File: src/rtl/assert_macros.svh
// Assertion macros for the language tag checker RTL.
`ifndef ASSERT_MACROS_SVH
`define ASSERT_MACROS_SVH

`ifndef NO_ASSERTIONS
`define ASSERT_IMP(lbl, clk, rst, ante, cons) \
  lbl: assert property (@(posedge clk) disable iff (rst) (ante) |-> (cons)) \
    else $error("implication check failed");
`define ASSERT_NXT(lbl, clk, rst, ante, cons) \
  lbl: assert property (@(posedge clk) disable iff (rst) (ante) |=> (cons)) \
    else $error("next-cycle check failed");
`else
`define ASSERT_IMP(lbl, clk, rst, ante, cons)
`define ASSERT_NXT(lbl, clk, rst, ante, cons)
`endif

`endif

File: src/rtl/ltc_pkg.sv
// Shared types, constants and the subtag action table of the language tag checker.
package ltc_pkg;

  localparam int MAX_TAG_CHARS = 84;
  localparam int POS_W = 7;
  localparam int FIFO_DEPTH = 4;
  localparam int FIFO_AW = $clog2(FIFO_DEPTH);
  localparam int NUM_SUBTAGS = 7;

  localparam logic [3:0] LEN_SAT = 4'd9;
  localparam logic [3:0] SUBTAG_MAX_LEN = 4'd8;
  localparam logic [6:0] EXT_MIN_SPAN = 7'd3;
  localparam logic [6:0] PRIV_MIN_SPAN = 7'd2;

  typedef logic [2:0] slot_t;
  localparam slot_t SLOT_LANGUAGE = 3'd0;
  localparam slot_t SLOT_EXTLANG = 3'd1;
  localparam slot_t SLOT_SCRIPT = 3'd2;
  localparam slot_t SLOT_REGION = 3'd3;
  localparam slot_t SLOT_VARIANT = 3'd4;
  localparam slot_t SLOT_EXTENSION = 3'd5;
  localparam slot_t SLOT_PRIVATE = 3'd6;
  localparam slot_t SLOT_TAG = 3'd7;

  typedef enum logic [1:0] {
    CK_LETTER,
    CK_DIGIT,
    CK_END,
    CK_OTHER
  } char_kind_t;

  typedef struct packed {
    char_kind_t kind;
    logic is_x;
    logic over;
    logic last;
    logic [POS_W-1:0] pos;
  } token_t;

  typedef enum logic [2:0] {
    PS_START,
    PS_LANGUAGE,
    PS_SCRIPT,
    PS_REGION,
    PS_VARIANT,
    PS_EXTENSION,
    PS_PRIVATE
  } parse_state_t;

  typedef enum logic [1:0] {
    BS_RUN,
    BS_TERM,
    BS_REPORT
  } back_state_t;

  typedef enum logic [3:0] {
    ACT_FAIL,
    ACT_LANG,
    ACT_EXTLANG_OR_REGION,
    ACT_IRREGULAR,
    ACT_SCRIPT_OR_VARIANT,
    ACT_VARIANT_DIGIT,
    ACT_REGION_ALPHA,
    ACT_REGION_NUM,
    ACT_VARIANT,
    ACT_SINGLETON,
    ACT_EXT_BODY,
    ACT_PRIV_BODY,
    ACT_IRREGULAR_END
  } action_t;

  function automatic action_t ltc_action(input logic [5:0] ix);
    action_t act;
    act = ACT_FAIL;
    if (ix inside {6'd1, 6'd9, 6'd17, 6'd25, 6'd33, 6'd41}) begin
      act = ACT_SINGLETON;
    end else if (ix inside {6'd2, 6'd3}) begin
      act = ACT_LANG;
    end else if (ix inside {6'd4, 6'd12, 6'd20}) begin
      act = ACT_SCRIPT_OR_VARIANT;
    end else if (ix inside {6'd10, 6'd18, 6'd26}) begin
      act = ACT_REGION_ALPHA;
    end else if (ix == 6'd11) begin
      act = ACT_EXTLANG_OR_REGION;
    end else if (ix inside {[6'd13:6'd16], [6'd21:6'd24], [6'd29:6'd32], [6'd37:6'd40]}) begin
      act = ACT_VARIANT;
    end else if (ix inside {6'd19, 6'd27}) begin
      act = ACT_REGION_NUM;
    end else if (ix inside {6'd28, 6'd36}) begin
      act = ACT_VARIANT_DIGIT;
    end else if (ix inside {6'd34, 6'd35}) begin
      act = ACT_IRREGULAR_END;
    end else if (ix inside {[6'd42:6'd48]}) begin
      act = ACT_EXT_BODY;
    end else if (ix inside {[6'd49:6'd56]}) begin
      act = ACT_PRIV_BODY;
    end
    return act;
  endfunction

endpackage

File: src/rtl/language_tag_checker_core.sv
// Top level of the language tag checker: front end, token queue and parser.
// Throughput: one character per cycle while a tag streams in and the token queue is not full.
// A tag end passes through a terminator state (skipped for a bad length) and then a report state,
// which registers the eight slot results in order, holding each until out_ready takes it.
// Synchronous active-high reset empties the queue and returns the parser to its start state.
`include "assert_macros.svh"

module language_tag_checker_core (
  input  logic                      clk,
  input  logic                      rst,
  input  logic                      in_valid,
  output logic                      in_ready,
  input  logic [15:0]               character,
  input  logic                      last,
  output logic                      out_valid,
  input  logic                      out_ready,
  output logic [2:0]                slot,
  output logic                      present,
  output logic [ltc_pkg::POS_W-1:0] start_res,
  output logic [ltc_pkg::POS_W-1:0] span,
  output logic                      well_formed,
  output logic                      grandfathered,
  output logic                      private_use,
  output logic                      end_of_run
);
  import ltc_pkg::*;

  token_t front_tok;
  token_t queue_tok;
  logic   tok_push;
  logic   tok_full;
  logic   tok_empty;
  logic   tok_pop;

  ltc_front u_front (
    .clk       (clk),
    .rst       (rst),
    .in_valid  (in_valid),
    .in_ready  (in_ready),
    .character (character),
    .last      (last),
    .tok_push  (tok_push),
    .tok       (front_tok),
    .tok_full  (tok_full)
  );

  ltc_fifo u_fifo (
    .clk    (clk),
    .rst    (rst),
    .push   (tok_push),
    .wr_tok (front_tok),
    .full   (tok_full),
    .pop    (tok_pop),
    .rd_tok (queue_tok),
    .empty  (tok_empty)
  );

  ltc_back u_back (
    .clk           (clk),
    .rst           (rst),
    .tok_empty     (tok_empty),
    .tok           (queue_tok),
    .pop           (tok_pop),
    .out_valid     (out_valid),
    .out_ready     (out_ready),
    .slot          (slot),
    .present       (present),
    .start_res     (start_res),
    .span          (span),
    .well_formed   (well_formed),
    .grandfathered (grandfathered),
    .private_use   (private_use),
    .end_of_run    (end_of_run)
  );

  `ASSERT_IMP(a_pop_not_empty, clk, rst, tok_pop, !tok_empty)
  `ASSERT_IMP(a_absent_zero, clk, rst, out_valid && !present, start_res == '0 && span == '0)
  `ASSERT_NXT(a_slot_order, clk, rst, out_valid && out_ready && !end_of_run, out_valid && slot == 3'($past(slot) + 3'd1))
  `ASSERT_IMP(a_tag_slot_last, clk, rst, out_valid && end_of_run, present && slot == SLOT_TAG && start_res == '0)

endmodule

File: src/rtl/ltc_fifo.sv
// Short token queue between the classifying front end and the parser.
module ltc_fifo (
  input  logic            clk,
  input  logic            rst,
  input  logic            push,
  input  ltc_pkg::token_t wr_tok,
  output logic            full,
  input  logic            pop,
  output ltc_pkg::token_t rd_tok,
  output logic            empty
);
  import ltc_pkg::*;

  token_t             mem [FIFO_DEPTH];
  logic [FIFO_AW-1:0] wr_ptr;
  logic [FIFO_AW-1:0] rd_ptr;
  logic [FIFO_AW:0]   fill;

  assign full = (fill == (FIFO_AW+1)'(FIFO_DEPTH));
  assign empty = (fill == '0);
  assign rd_tok = mem[rd_ptr];

  always_ff @(posedge clk) begin
    if (push) begin
      mem[wr_ptr] <= wr_tok;
    end
  end

  always_ff @(posedge clk) begin
    if (rst) begin
      wr_ptr <= '0;
      rd_ptr <= '0;
      fill <= '0;
    end else begin
      if (push) begin
        wr_ptr <= FIFO_AW'(wr_ptr + 1'b1);
      end
      if (pop) begin
        rd_ptr <= FIFO_AW'(rd_ptr + 1'b1);
      end
      if (push && !pop) begin
        fill <= (FIFO_AW+1)'(fill + 1'b1);
      end else if (pop && !push) begin
        fill <= (FIFO_AW+1)'(fill - 1'b1);
      end
    end
  end

endmodule

File: src/rtl/ltc_front.sv
// Front end: classifies each character and tags it with its position in the tag.
module ltc_front (
  input  logic            clk,
  input  logic            rst,
  input  logic            in_valid,
  output logic            in_ready,
  input  logic [15:0]     character,
  input  logic            last,
  output logic            tok_push,
  output ltc_pkg::token_t tok,
  input  logic            tok_full
);
  import ltc_pkg::*;

  logic [POS_W-1:0] char_count;
  logic [15:0]      folded;
  logic             is_letter;
  logic             is_digit;

  assign in_ready = !tok_full;
  assign tok_push = in_valid && in_ready;

  assign folded = character | 16'h0020;
  assign is_letter = folded inside {[16'h0061:16'h007A]};
  assign is_digit = character inside {[16'h0030:16'h0039]};

  always_comb begin
    if (is_letter) begin
      tok.kind = CK_LETTER;
    end else if (is_digit) begin
      tok.kind = CK_DIGIT;
    end else if (character == 16'h002D || character == 16'h0000) begin
      tok.kind = CK_END;
    end else begin
      tok.kind = CK_OTHER;
    end
    tok.is_x = (folded == 16'h0078);
    tok.over = (char_count >= POS_W'(MAX_TAG_CHARS));
    tok.last = last;
    tok.pos = char_count;
  end

  always_ff @(posedge clk) begin
    if (rst) begin
      char_count <= '0;
    end else if (tok_push) begin
      if (last) begin
        char_count <= '0;
      end else if (!tok.over) begin
        char_count <= POS_W'(char_count + 1'b1);
      end
    end
  end

endmodule

File: src/rtl/ltc_back.sv
// Back end: runs the subtag parser on queued tokens and reports the eight slots.
module ltc_back (
  input  logic                          clk,
  input  logic                          rst,
  input  logic                          tok_empty,
  input  ltc_pkg::token_t               tok,
  output logic                          pop,
  output logic                          out_valid,
  input  logic                          out_ready,
  output logic [2:0]                    slot,
  output logic                          present,
  output logic [ltc_pkg::POS_W-1:0]     start_res,
  output logic [ltc_pkg::POS_W-1:0]     span,
  output logic                          well_formed,
  output logic                          grandfathered,
  output logic                          private_use,
  output logic                          end_of_run
);
  import ltc_pkg::*;

  back_state_t               st, st_next;
  parse_state_t              parse_state, parse_state_next;
  logic                      still_valid, still_valid_next;
  logic                      finished, finished_next;
  logic                      seen_extlang, seen_extlang_next;
  logic                      open_extension, open_extension_next;
  logic                      has_letter, has_letter_next;
  logic                      has_digit, has_digit_next;
  logic [POS_W-1:0]          cur_start, cur_start_next;
  logic [3:0]                cur_len, cur_len_next;
  logic                      first_is_digit, first_is_digit_next;
  logic                      first_is_x, first_is_x_next;
  logic [NUM_SUBTAGS-1:0]    subtag_map, subtag_map_next;
  logic [POS_W-1:0]          slot_starts [NUM_SUBTAGS];
  logic [POS_W-1:0]          slot_starts_next [NUM_SUBTAGS];
  logic [POS_W-1:0]          slot_spans [NUM_SUBTAGS];
  logic [POS_W-1:0]          slot_spans_next [NUM_SUBTAGS];
  logic                      flag_gf, flag_gf_next;
  logic                      flag_priv, flag_priv_next;
  logic [POS_W-1:0]          tag_len, tag_len_next;
  slot_t                     rpt_idx, rpt_idx_next;

  token_t                    cur_tok;
  logic                      feed_en;
  logic                      alive;
  logic [5:0]                ix;
  action_t                   act;
  logic                      rec_en;
  slot_t                     rec_idx;
  parse_state_t              rec_next;
  logic                      rec_ok;
  logic                      do_fail;
  logic                      gf_end;
  logic                      out_load;
  logic                      wf;
  logic                      rpt_here;

  assign alive = still_valid && !finished;
  assign ix = 6'({parse_state, 3'b000}) + 6'(cur_len);
  assign act = ltc_action(ix);

  assign wf = still_valid
           && (parse_state != PS_EXTENSION || slot_spans[SLOT_EXTENSION] > EXT_MIN_SPAN)
           && (parse_state != PS_PRIVATE || slot_spans[SLOT_PRIVATE] > PRIV_MIN_SPAN);

  always_comb begin
    st_next = st;
    parse_state_next = parse_state;
    still_valid_next = still_valid;
    finished_next = finished;
    seen_extlang_next = seen_extlang;
    open_extension_next = open_extension;
    has_letter_next = has_letter;
    has_digit_next = has_digit;
    cur_start_next = cur_start;
    cur_len_next = cur_len;
    first_is_digit_next = first_is_digit;
    first_is_x_next = first_is_x;
    subtag_map_next = subtag_map;
    slot_starts_next = slot_starts;
    slot_spans_next = slot_spans;
    flag_gf_next = flag_gf;
    flag_priv_next = flag_priv;
    tag_len_next = tag_len;
    rpt_idx_next = rpt_idx;
    pop = 1'b0;
    feed_en = 1'b0;
    out_load = 1'b0;
    cur_tok = tok;
    rec_en = 1'b0;
    rec_idx = SLOT_LANGUAGE;
    rec_next = parse_state;
    rec_ok = 1'b1;
    do_fail = 1'b0;
    gf_end = 1'b0;

    case (st)
      BS_RUN: begin
        if (!tok_empty) begin
          pop = 1'b1;
          feed_en = 1'b1;
        end
      end
      BS_TERM: begin
        feed_en = 1'b1;
        cur_tok.kind = CK_END;
        cur_tok.is_x = 1'b0;
        cur_tok.over = 1'b0;
        cur_tok.last = 1'b0;
        cur_tok.pos = tag_len;
      end
      BS_REPORT: begin
        out_load = !out_valid || out_ready;
      end
      default: begin
        st_next = BS_RUN;
      end
    endcase

    if (feed_en) begin
      if (cur_tok.over) begin
        do_fail = 1'b1;
      end else if (alive) begin
        case (cur_tok.kind)
          CK_LETTER, CK_DIGIT: begin
            if (cur_len == '0) begin
              cur_start_next = cur_tok.pos;
              first_is_digit_next = (cur_tok.kind == CK_DIGIT);
              first_is_x_next = cur_tok.is_x;
            end
            if (cur_len != LEN_SAT) begin
              cur_len_next = 4'(cur_len + 1'b1);
            end
            if (cur_tok.kind == CK_LETTER) begin
              has_letter_next = 1'b1;
            end else begin
              has_digit_next = 1'b1;
            end
          end
          CK_END: begin
            if (cur_len != '0 && cur_len <= SUBTAG_MAX_LEN) begin
              case (act)
                ACT_LANG: begin
                  rec_en = 1'b1;
                  rec_ok = !has_digit;
                  rec_idx = SLOT_LANGUAGE;
                  rec_next = PS_LANGUAGE;
                end
                ACT_EXTLANG_OR_REGION: begin
                  if (has_digit) begin
                    if (has_letter) begin
                      do_fail = 1'b1;
                    end else begin
                      rec_en = 1'b1;
                      rec_idx = SLOT_REGION;
                      rec_next = PS_VARIANT;
                    end
                  end else if (seen_extlang) begin
                    do_fail = 1'b1;
                  end else begin
                    rec_en = 1'b1;
                    rec_idx = SLOT_EXTLANG;
                    rec_next = PS_LANGUAGE;
                    seen_extlang_next = 1'b1;
                  end
                end
                ACT_IRREGULAR: begin
                  flag_gf_next = 1'b1;
                  rec_en = 1'b1;
                  rec_ok = !has_digit;
                  rec_idx = SLOT_LANGUAGE;
                  rec_next = PS_SCRIPT;
                end
                ACT_SCRIPT_OR_VARIANT: begin
                  rec_en = 1'b1;
                  if (has_digit) begin
                    rec_ok = first_is_digit;
                    rec_idx = SLOT_VARIANT;
                    rec_next = PS_VARIANT;
                  end else begin
                    rec_idx = SLOT_REGION;
                    rec_next = PS_SCRIPT;
                  end
                end
                ACT_VARIANT_DIGIT: begin
                  rec_en = 1'b1;
                  rec_ok = first_is_digit;
                  rec_idx = SLOT_VARIANT;
                  rec_next = PS_VARIANT;
                end
                ACT_REGION_ALPHA: begin
                  if (has_digit) begin
                    do_fail = 1'b1;
                  end else begin
                    rec_en = 1'b1;
                    rec_idx = SLOT_REGION;
                    rec_next = PS_VARIANT;
                  end
                end
                ACT_REGION_NUM: begin
                  if (has_letter) begin
                    do_fail = 1'b1;
                  end else begin
                    rec_en = 1'b1;
                    rec_idx = SLOT_REGION;
                    rec_next = PS_VARIANT;
                  end
                end
                ACT_VARIANT: begin
                  rec_en = 1'b1;
                  rec_idx = SLOT_VARIANT;
                  rec_next = PS_VARIANT;
                end
                ACT_SINGLETON: begin
                  if (open_extension) begin
                    do_fail = 1'b1;
                  end else if (first_is_x) begin
                    rec_en = 1'b1;
                    rec_idx = SLOT_PRIVATE;
                    rec_next = PS_PRIVATE;
                  end else if (cur_start != '0) begin
                    open_extension_next = 1'b1;
                    rec_en = 1'b1;
                    rec_idx = SLOT_EXTENSION;
                    rec_next = PS_EXTENSION;
                  end else begin
                    gf_end = 1'b1;
                  end
                end
                ACT_EXT_BODY: begin
                  open_extension_next = 1'b0;
                  rec_en = 1'b1;
                  rec_idx = SLOT_EXTENSION;
                  rec_next = PS_EXTENSION;
                end
                ACT_PRIV_BODY: begin
                  flag_priv_next = 1'b1;
                  rec_en = 1'b1;
                  rec_idx = SLOT_PRIVATE;
                  rec_next = PS_PRIVATE;
                end
                ACT_IRREGULAR_END: begin
                  gf_end = 1'b1;
                end
                default: begin
                  do_fail = 1'b1;
                end
              endcase
              has_letter_next = 1'b0;
              has_digit_next = 1'b0;
              cur_len_next = '0;
              cur_start_next = '0;
            end else begin
              do_fail = 1'b1;
            end
          end
          default: begin
            do_fail = 1'b1;
          end
        endcase
      end
    end

    if (rec_en) begin
      if (subtag_map[rec_idx]) begin
        slot_spans_next[rec_idx] = POS_W'(slot_spans[rec_idx] + POS_W'(cur_len) + 1'b1);
      end else begin
        subtag_map_next[rec_idx] = 1'b1;
        slot_starts_next[rec_idx] = cur_start;
        slot_spans_next[rec_idx] = POS_W'(cur_len);
      end
      parse_state_next = rec_next;
      still_valid_next = rec_ok;
    end
    if (do_fail) begin
      still_valid_next = 1'b0;
      finished_next = 1'b1;
    end
    if (gf_end) begin
      finished_next = 1'b1;
      if (!flag_gf) begin
        still_valid_next = 1'b0;
      end
    end

    if (st == BS_RUN && pop && tok.last) begin
      if (!tok.over && tok.pos != '0) begin
        tag_len_next = POS_W'(tok.pos + 1'b1);
        st_next = BS_TERM;
      end else begin
        subtag_map_next = '0;
        flag_gf_next = 1'b0;
        flag_priv_next = 1'b0;
        still_valid_next = 1'b0;
        tag_len_next = '0;
        st_next = BS_REPORT;
      end
    end
    if (st == BS_TERM) begin
      st_next = BS_REPORT;
    end

    if (out_load) begin
      rpt_idx_next = 3'(rpt_idx + 1'b1);
      if (rpt_idx == SLOT_TAG) begin
        st_next = BS_RUN;
        rpt_idx_next = SLOT_LANGUAGE;
        parse_state_next = PS_START;
        still_valid_next = 1'b1;
        finished_next = 1'b0;
        seen_extlang_next = 1'b0;
        open_extension_next = 1'b0;
        has_letter_next = 1'b0;
        has_digit_next = 1'b0;
        cur_len_next = '0;
        subtag_map_next = '0;
        flag_gf_next = 1'b0;
        flag_priv_next = 1'b0;
      end
    end
  end

  always_comb begin
    if (rpt_idx == SLOT_TAG) begin
      rpt_here = 1'b1;
    end else begin
      rpt_here = subtag_map[rpt_idx];
    end
  end

  always_ff @(posedge clk) begin
    if (rst) begin
      st <= BS_RUN;
      parse_state <= PS_START;
      still_valid <= 1'b1;
      finished <= 1'b0;
      seen_extlang <= 1'b0;
      open_extension <= 1'b0;
      has_letter <= 1'b0;
      has_digit <= 1'b0;
      cur_len <= '0;
      subtag_map <= '0;
      flag_gf <= 1'b0;
      flag_priv <= 1'b0;
      rpt_idx <= SLOT_LANGUAGE;
      out_valid <= 1'b0;
    end else begin
      st <= st_next;
      parse_state <= parse_state_next;
      still_valid <= still_valid_next;
      finished <= finished_next;
      seen_extlang <= seen_extlang_next;
      open_extension <= open_extension_next;
      has_letter <= has_letter_next;
      has_digit <= has_digit_next;
      cur_len <= cur_len_next;
      subtag_map <= subtag_map_next;
      flag_gf <= flag_gf_next;
      flag_priv <= flag_priv_next;
      rpt_idx <= rpt_idx_next;
      if (out_load) begin
        out_valid <= 1'b1;
      end else if (out_ready) begin
        out_valid <= 1'b0;
      end
    end
  end

  always_ff @(posedge clk) begin
    cur_start <= cur_start_next;
    first_is_digit <= first_is_digit_next;
    first_is_x <= first_is_x_next;
    slot_starts <= slot_starts_next;
    slot_spans <= slot_spans_next;
    tag_len <= tag_len_next;
    if (out_load) begin
      slot <= rpt_idx;
      present <= rpt_here;
      well_formed <= wf;
      grandfathered <= flag_gf;
      private_use <= flag_priv;
      end_of_run <= (rpt_idx == SLOT_TAG);
      if (rpt_idx == SLOT_TAG) begin
        start_res <= '0;
        span <= tag_len;
      end else if (rpt_here) begin
        start_res <= slot_starts[rpt_idx];
        span <= slot_spans[rpt_idx];
      end else begin
        start_res <= '0;
        span <= '0;
      end
    end
  end

endmodule

File: config.mk
export PLATFORM = sky130hd
export DESIGN_NAME = language_tag_checker_core
export DESIGN_NICKNAME = d
export VERILOG_FILES = /design/src/rtl/ltc_pkg.sv /design/src/rtl/language_tag_checker_core.sv /design/src/rtl/ltc_fifo.sv /design/src/rtl/ltc_front.sv /design/src/rtl/ltc_back.sv
export VERILOG_INCLUDE_DIRS = /design/src /design/src/rtl
export SDC_FILE = /design/constraint.sdc
export NUM_CORES = 1
export LEC_CHECK = 0
export ABC_AREA = 1
export BUFFER_PORTS_ARGS = -buffer_cell sky130_fd_sc_hd__buf_2
export CORE_ASPECT_RATIO = 1.75
export CORE_MARGIN = 2
export CORE_UTILIZATION = 54
export CTS_BUF_LIST = sky130_fd_sc_hd__clkbuf_2 sky130_fd_sc_hd__clkbuf_4 sky130_fd_sc_hd__clkbuf_8
export CTS_CLUSTER_DIAMETER = 50
export DETAILED_ROUTE_END_ITERATION = 8
export GPL_TIMING_DRIVEN = 0
export PLACE_DENSITY = 0.82
export RECOVER_POWER = 25
export SYNTH_ARGS = -nofsm -noshare
export SYNTH_HDL_FRONTEND = slang
export SYNTH_HIERARCHICAL = 1
export SYNTH_SLANG_ARGS = --single-unit
File: constraint.sdc
create_clock -name clk -period 4.2 [get_ports clk]
set_input_delay 0.42 -clock clk [delete_from_list [all_inputs] [get_ports clk]]
set_output_delay 0.42 -clock clk [all_outputs]
set_load 0.01 [all_outputs]
**Yosys cells after proc, flatten, opt, wreduce, memory -nomap -nowiden**

Memories as Yosys holds them, arrays and structs flattened. A register that Yosys moved wholly into a read port is not among the register bits.
Cells that the tools add are included.

- Output and inout bits: 24
- Register bits after elaboration: 178
- Memories: 1
- Word-level logic and storage cells: 411
- Memory bits (writable): 48
- Bits of input ports: 21

Memory list:

| memory | words | bits a word | read ports | clocked after Yosys merged registers in | wr ports | line | text |
|---|---|---|---|---|---|---|---|
| u_fifo.mem | 4 | 12 | 1 | 1 | 1 | ltc_fifo.sv:14 | `token_t mem [FIFO_DEPTH];` |

- Equal/unequal tests: 47
- Order comparisons: 26
- Bitwise logic cells: 6
- Mux-type cells: 215
- Reductions and logical operators: 61
- Add/subtract/negate cells: 11

Operators by type and width:

| cell | count |
|---|---|
| $bwmux 49 | 3 |
| $mux 7 | 19 |
| $mux 1 | 112 |
| $mux 3 | 29 |
| $mux 4 | 18 |
| $bmux 7 s3 | 3 |
| $mux 49 | 1 |
| $eq 6x5->1 const B | 8 |
| $eq 6x6->1 const B | 5 |
| $pmux 3 s10 | 1 |
| $eq 6x4->1 const B | 4 |
| $le 6x6->1 const B | 4 |
| $mux 2 | 12 |
| $pmux 3 s8 | 1 |
| $add 7x1->7 const B | 3 |
| $demux 7 s3 | 1 |
| $eq 4x4->1 const B | 5 |
| $logic_and 1x1->1 | 20 |
| $ge 6x6->1 const B | 3 |
| $eq 16x6->1 const B | 1 |
| $eq 4x3->1 const B | 4 |
| $ge 16x6->1 const B | 1 |
| $ge 16x7->1 const B | 1 |
| $le 16x6->1 const B | 1 |
| 58 further kinds | 106 |

**Logic depth before layout (Yosys ltp)**

- Depth in word-level cells: 33
- Depth in mapped cells: 32
- Gate-level depth less buffers: 32

**Modules after synthesis**

The synthesis kept the hierarchy.

Modules (own cells, without submodules):

| module | sequential area each (µm²) | area an instance (µm²) | times used | cells an instance |
|---|---|---|---|---|
| ltc_back | 4,644.5 | 8,514.4 | 1 | 949 |
| ltc_fifo | 1,621.6 | 2,227.1 | 1 | 174 |
| ltc_front | 140.1 | 670.6 | 1 | 121 |

**Worst setup path after synthesis**

No wires, ideal clock.

- Kind: reg2reg
- Start point: reg u_back.cur_len[3]
- End point: reg u_back/slot_spans[11] (netlist name), data pin
- Library setup time: 0.267 ns
- Path slack: -0.233 ns
- Cell stages (with the launch flop): 28
- Arrival time: 4.166 ns
- Path through: dfxtp_1 > ha_1 > ha_1 > buf_2 > nor2_1 > nor3_1 > nand2_1 > nand2_1 > nor3_1 > nand2_1 > nand2_1 > nor2_4 > nand3_1 > nand4_2 > nand2_4 > nor2_2 > inv_2 > clkbuf_1 > o22ai_1 > a211oi_1 > ha_1 > inv_1 > fa_1 > nand3_1 > and2_1 > inv_1 > xor2_1 > nor2_1

- Word-level cells in the longest chain between the ends: 30
- Elaborated cells between the ends (all ways): 94
- Classes of those cells: 3 x add/sub; 15 x order compare; 30 x eq/ne; 27 x mux; 1 x bitwise; 18 x reduce/logical

Ends and longest elaborated chain:

| what | line | text |
|---|---|---|
| start: declaration | ltc_back.sv:30 | `logic [3:0] cur_len, cur_len_next;` |
| start signal: assignment | ltc_back.sv:356 | `cur_len <= cur_len_next;` |
| $add 6x4->6 | ltc_back.sv:59 | `assign ix = 6'({parse_state, 3'b000}) + 6'(cur_len);` |
| $ge 6x6->1 / $le 6x6->1 (equally long branches) | ltc_pkg.sv:95 | `end else if (ix inside {[6'd49:6'd56]}) begin` |
| $logic_and 1x1->1 | ltc_pkg.sv:95 |  |
| $mux 4 | ltc_pkg.sv:95 |  |
| $mux 4 | ltc_pkg.sv:93 | `end else if (ix inside {[6'd42:6'd48]}) begin` |
| $mux 4 | ltc_pkg.sv:91 | `end else if (ix inside {6'd34, 6'd35}) begin` |
| $mux 4 | ltc_pkg.sv:89 | `end else if (ix inside {6'd28, 6'd36}) begin` |
| $mux 4 | ltc_pkg.sv:87 | `end else if (ix inside {6'd19, 6'd27}) begin` |
| [13 not listed] | - |  |
| $mux 3 | ltc_back.sv:120 | `if (feed_en) begin` |
| $not 3->4 (not written as such) | ltc_back.sv:266, ltc_back.sv:270 |  |
| $bmux 7 s3 | ltc_back.sv:266 | `slot_spans_next[rec_idx] = POS_W'(slot_spans[rec_idx] + POS_W'(cur_len) + 1'b1);` |
| $mux 7 (not written as such) (2 in series) | ltc_back.sv:266 |  |
| $add 7x4->7 | ltc_back.sv:266 |  |
| $add 7x1->7 | ltc_back.sv:266 |  |
| $bwmux 49 | ltc_back.sv:266 |  |
| $mux 49 * | ltc_back.sv:265 | `if (subtag_map[rec_idx]) begin` |
| end signal: assignment | ltc_back.sv:374 | `slot_spans <= slot_spans_next;` |
| end: declaration | ltc_back.sv:36 | `logic [POS_W-1:0] slot_spans [NUM_SUBTAGS];` |

Every way passes the cells marked *; elsewhere a longest branch is shown, timed or not. The select of a mux whose other input is x is not followed.
A chain may end at the register's enable or synchronous reset.

**Final worst setup path**

- Start point: reg u_back.parse_state[1]
- End point: reg u_back/slot_spans[12] (netlist name), data pin

- Word-level cells in the longest chain between the ends: 30
- Elaborated cells between the ends (all ways): 91
- Classes of those cells: 3 x add/sub; 14 x order compare; 30 x eq/ne; 27 x mux; 1 x bitwise; 16 x reduce/logical

Ends and longest elaborated chain:

| what | line | text |
|---|---|---|
| start: declaration | ltc_back.sv:22 | `parse_state_t parse_state, parse_state_next;` |
| start signal: assignment | ltc_back.sv:349 | `parse_state <= parse_state_next;` |
| $add 6x4->6 * | ltc_back.sv:59 |  |
| $ge 6x6->1 / $le 6x6->1 (equally long branches) | ltc_pkg.sv:95 |  |
| $logic_and 1x1->1 | ltc_pkg.sv:95 |  |
| $mux 4 | ltc_pkg.sv:95 |  |
| $mux 4 | ltc_pkg.sv:93 |  |
| $mux 4 | ltc_pkg.sv:91 |  |
| $mux 4 | ltc_pkg.sv:89 |  |
| $mux 4 | ltc_pkg.sv:87 |  |
| [13 not listed] | - |  |
| $mux 3 * | ltc_back.sv:120 |  |
| $not 3->4 (not written as such) | ltc_back.sv:266, ltc_back.sv:270 |  |
| $bmux 7 s3 | ltc_back.sv:266 |  |
| $mux 7 (not written as such) (2 in series) | ltc_back.sv:266 |  |
| $add 7x4->7 | ltc_back.sv:266 |  |
| $add 7x1->7 | ltc_back.sv:266 |  |
| $bwmux 49 | ltc_back.sv:266 |  |
| $mux 49 * | ltc_back.sv:265 |  |

Marks and branches as above.

==> results.md <==
- Status: finished with violations
- Failing checks: design-rule violations, negative setup slack
- Inserted Diodes: 0
- TritonCTS Buffers: 31
- Final Hold Vio Count: 0
- DRT antenna net count: 0
- DR iter-0 viols: 1263
- Max-slew violations: 0
- Cells on worst reg2reg path: 25
- Pwr Density: 559 nW/um^2
- Seq/Total Area, Yosys: 56.1%
- P_leak: 5.56 nW
- DR DRC count: 2
- Final worst path period share: 116%
- Synth Cell Area: 11400 um^2
- Setup ws final: -0.676 ns
- CP max-delay cell: dfxtp_1
- Placed Cells: 1560
- Crit start category: register
- Max stage delay on crit path: 0.51 ns
- Clk buf depth: 3
- Setup crit end kind: register
- Clk_skew: 0.0482 ns
- Fmax: 205 MHz
- Crit Path Class: register to register
- TritonCTS clock tree: built
- Hold Path Class: primary input to register
- Die Height: 196 um
- Port bufs: 44
- Worst-Margin Slew: 0.891 ns
- Global-route wire length before repair: 52.0 mm
- Vias in the first global route: 10260
- RR Endpoint: u_back/slot_spans[12]
- Reg2Reg Setup Slack: -0.68 ns
- End of the critical path: u_back/slot_spans[12]
- Routability cong.: 1.03
- Post-DP HPWL: 21.9 mm
- Worst R2R Start: u_back/parse_state[1]
- RSZ-0062 raised after global routing: yes
- Max FO, Critical Path: 7
- Ys async rst share: 0%
- Setup TNS Final: -16.55 ns
- Post-synthesis mux area share: 0%
- Clock Sinks: 228
- Clk Latency, worst-skew pair: 0.65 ns
- 1st-pass router iterations: 9
- CTS root buffer: clkbuf_8
- Gr ovfl total: 0
- Distinct cells, synth: 54
- Final Power: 7.91 mW
- Maximum vdd drop: 0.000275 V
- EDFF count, synth: 184
- Layout cell share with drive strength beyond 1: 25.5%
- Largest family of logic cells by synthesized area: simple AND/OR/NAND/NOR gates
- Worst Setup SP: u_back/parse_state[1]
- Post-Synthesis Cells: 1244
- Yosys warning count: 6
- Post-synthesis xor/xnor area fraction: 0.384%
- Yosys reg bits: 228
- Minimum clock period: 4.88 ns
- Final Instance Count excl. Fillers: 1697
- Pin count of the biggest net entering global routing: 24
- Core Area: 20800 um^2
- CP arrival: 5.25 ns
- WP data required: 4.58 ns
- Final nets: 1465
- Synth Area in Compound Gates: 12.8%
- Row cnt: 70
- Via count: 10370
- Starting Density: 54.7%
- WL per Instance: 21.4 um
- Area growth syn-to-layout: 23.9%
- IO Count: 45
- Top FF cell, synth: edfxtp_1
- Syn_area_per_cell: 9.17 um^2
- WL final: 36.3 mm
- Setup violations, final: 71
- Htree depth: 1
- Clock transition at path regs: 0.07 ns
- Post-synthesis adder-cell area fraction: 2.76%
- Post-Synth Simple-Gate Area: 21.4%
- Die W: 114 um
- Slew headroom: 40.6%
- Vias per inst: 6.11
- Max Cap Viol: 0
- Gr usage total: 30.2%
- Die area: 22400 um^2
- Number of antenna violations at the first check in global routing: 0
==> stage by stage <==
stage	util [%]	hold slack, ns	instance area (um^2)	setup slack [ns]
finish	67.8	0.0842	14100	-0.676
global route	67.8	0.0772	14100	-0.681
CTS	65.8	0.0664	13700	-0.0603
detailed placement	57.9	0.434	12100	-1.07
global placement	57.9	0.425	12100	-1.05
floorplan	-	0.408	11500	0.0181
==> flip-flops by register name (all words and copies together) (netlist names), 3 cells and up, named ones only <==
register / cells
u_back/slot_spans: 49
u_back/slot_starts: 49
u_fifo/mem: 48
u_back/cur_start: 7
u_back/span: 7
u_back/start_res: 7
u_back/subtag_map: 7
u_back/tag_len: 7
u_front/char_count: 7
u_back/cur_len: 4
u_back/parse_state: 3
u_back/rpt_idx: 3
u_back/slot: 3
u_fifo/fill: 3
==> power breakdown <==
| part | total, mW | switching, mW | internal, mW | leakage, nW |
|---|---|---|---|---|
| clock network | 1.86 | 0.921 | 0.938 | 0.332 |
| logic | 3.00 | 2.04 | 0.961 | 3.20 |
| registers | 3.04 | 0.193 | 2.85 | 2.03 |
==> per-layer routing <==
metal  wire length, um  track usage, %
met2             18600            56.3
met5                 0               0
met4              3370            21.0
met1             11100            29.1
met3              3230            5.90
==> logic make-up after synthesis <==
kind of cell               Yosys count
AOI/OAI and AO/OA                  250
buffers and inverters              188
xor gates and xnor gates             5
other                                1
and+or+nand+nor                    548
DFF                                228
adders and majority gates           24
==> timing repair <==
item	CTS	global route
buffers inserted	65	19
pin swaps	43	50
setup endpoints to repair	94	96
gates cloned	0	0
resized for setup	117	74
hold buffers	0	0
==> layout by cell type (no fill, tap or decap), drive strengths merged, types with 13 or more instances in the layout <==
cell type | synthesis | final
nor2 | 228 | 228
nand2 | 197 | 197
edfxtp | 184 | 184
inv | 147 | 150
buf | 17 | 140
o21ai | 112 | 112
nand3 | 73 | 73
a21oi | 63 | 63
clkbuf | 23 | 58
dfxtp | 44 | 44
o22ai | 29 | 29
ha | 22 | 22
conb | 1 | 21
nor3 | 20 | 20
nand4 | 13 | 13
==> worst min path at each step <==
stage	cells after the start	slack, ns	from	endpoint
floorplan	0	0.41	u_back/flag_gf	u_back/grandfathered
global placement	1	0.42	u_fifo/rd_ptr[1]	u_fifo/rd_ptr[1]
detailed placement	1	0.43	u_fifo/rd_ptr[1]	register
CTS	4	0.07	out_ready	u_back/out_valid
global route	4	0.08	out_ready	u_back/out_valid
finish	4	0.08	out_ready	u_back/out_valid
==> cell type report <==
type	instances	area, um^2
Buffer	38	216
Clock buffer	35	457
Clock inverter	23	216
Fill cell	1491	6710
Inverter	148	573
Multi-Input combinational cell	848	5040
Sequential cell	228	6420
Tap cell	252	315
Timing Repair Buffer	125	892
==> worst max-delay path, delay by kind of cell, from the launching register on <==
kind	cells	cell delay (ns)
fa+ha+maj	2	0.54
simple gates	13	1.87
compound gates	5	1.10
buf+inv	5	0.57
flops	1	0.51
==> synth_stat cells (7+ instances only) <==
cell,count,area [um^2]
a211oi_1,7,52.6
a21oi_1,60,300
a221oi_1,8,70.1
buf_2,8,40.0
clkbuf_1,23,86.3
dfxtp_1,44,881
edfxtp_1,184,5530
ha_1,22,275
inv_1,131,492
inv_2,16,60.1
nand2_1,187,702
nand3_1,69,345
nand4_1,12,75.1
nor2_1,207,777
nor2_2,14,87.6
nor3_1,20,100
nor4_1,7,43.8
o21ai_0,87,435
o21ai_1,20,100
o22ai_1,29,181
(Power assumes the default switching activity.)
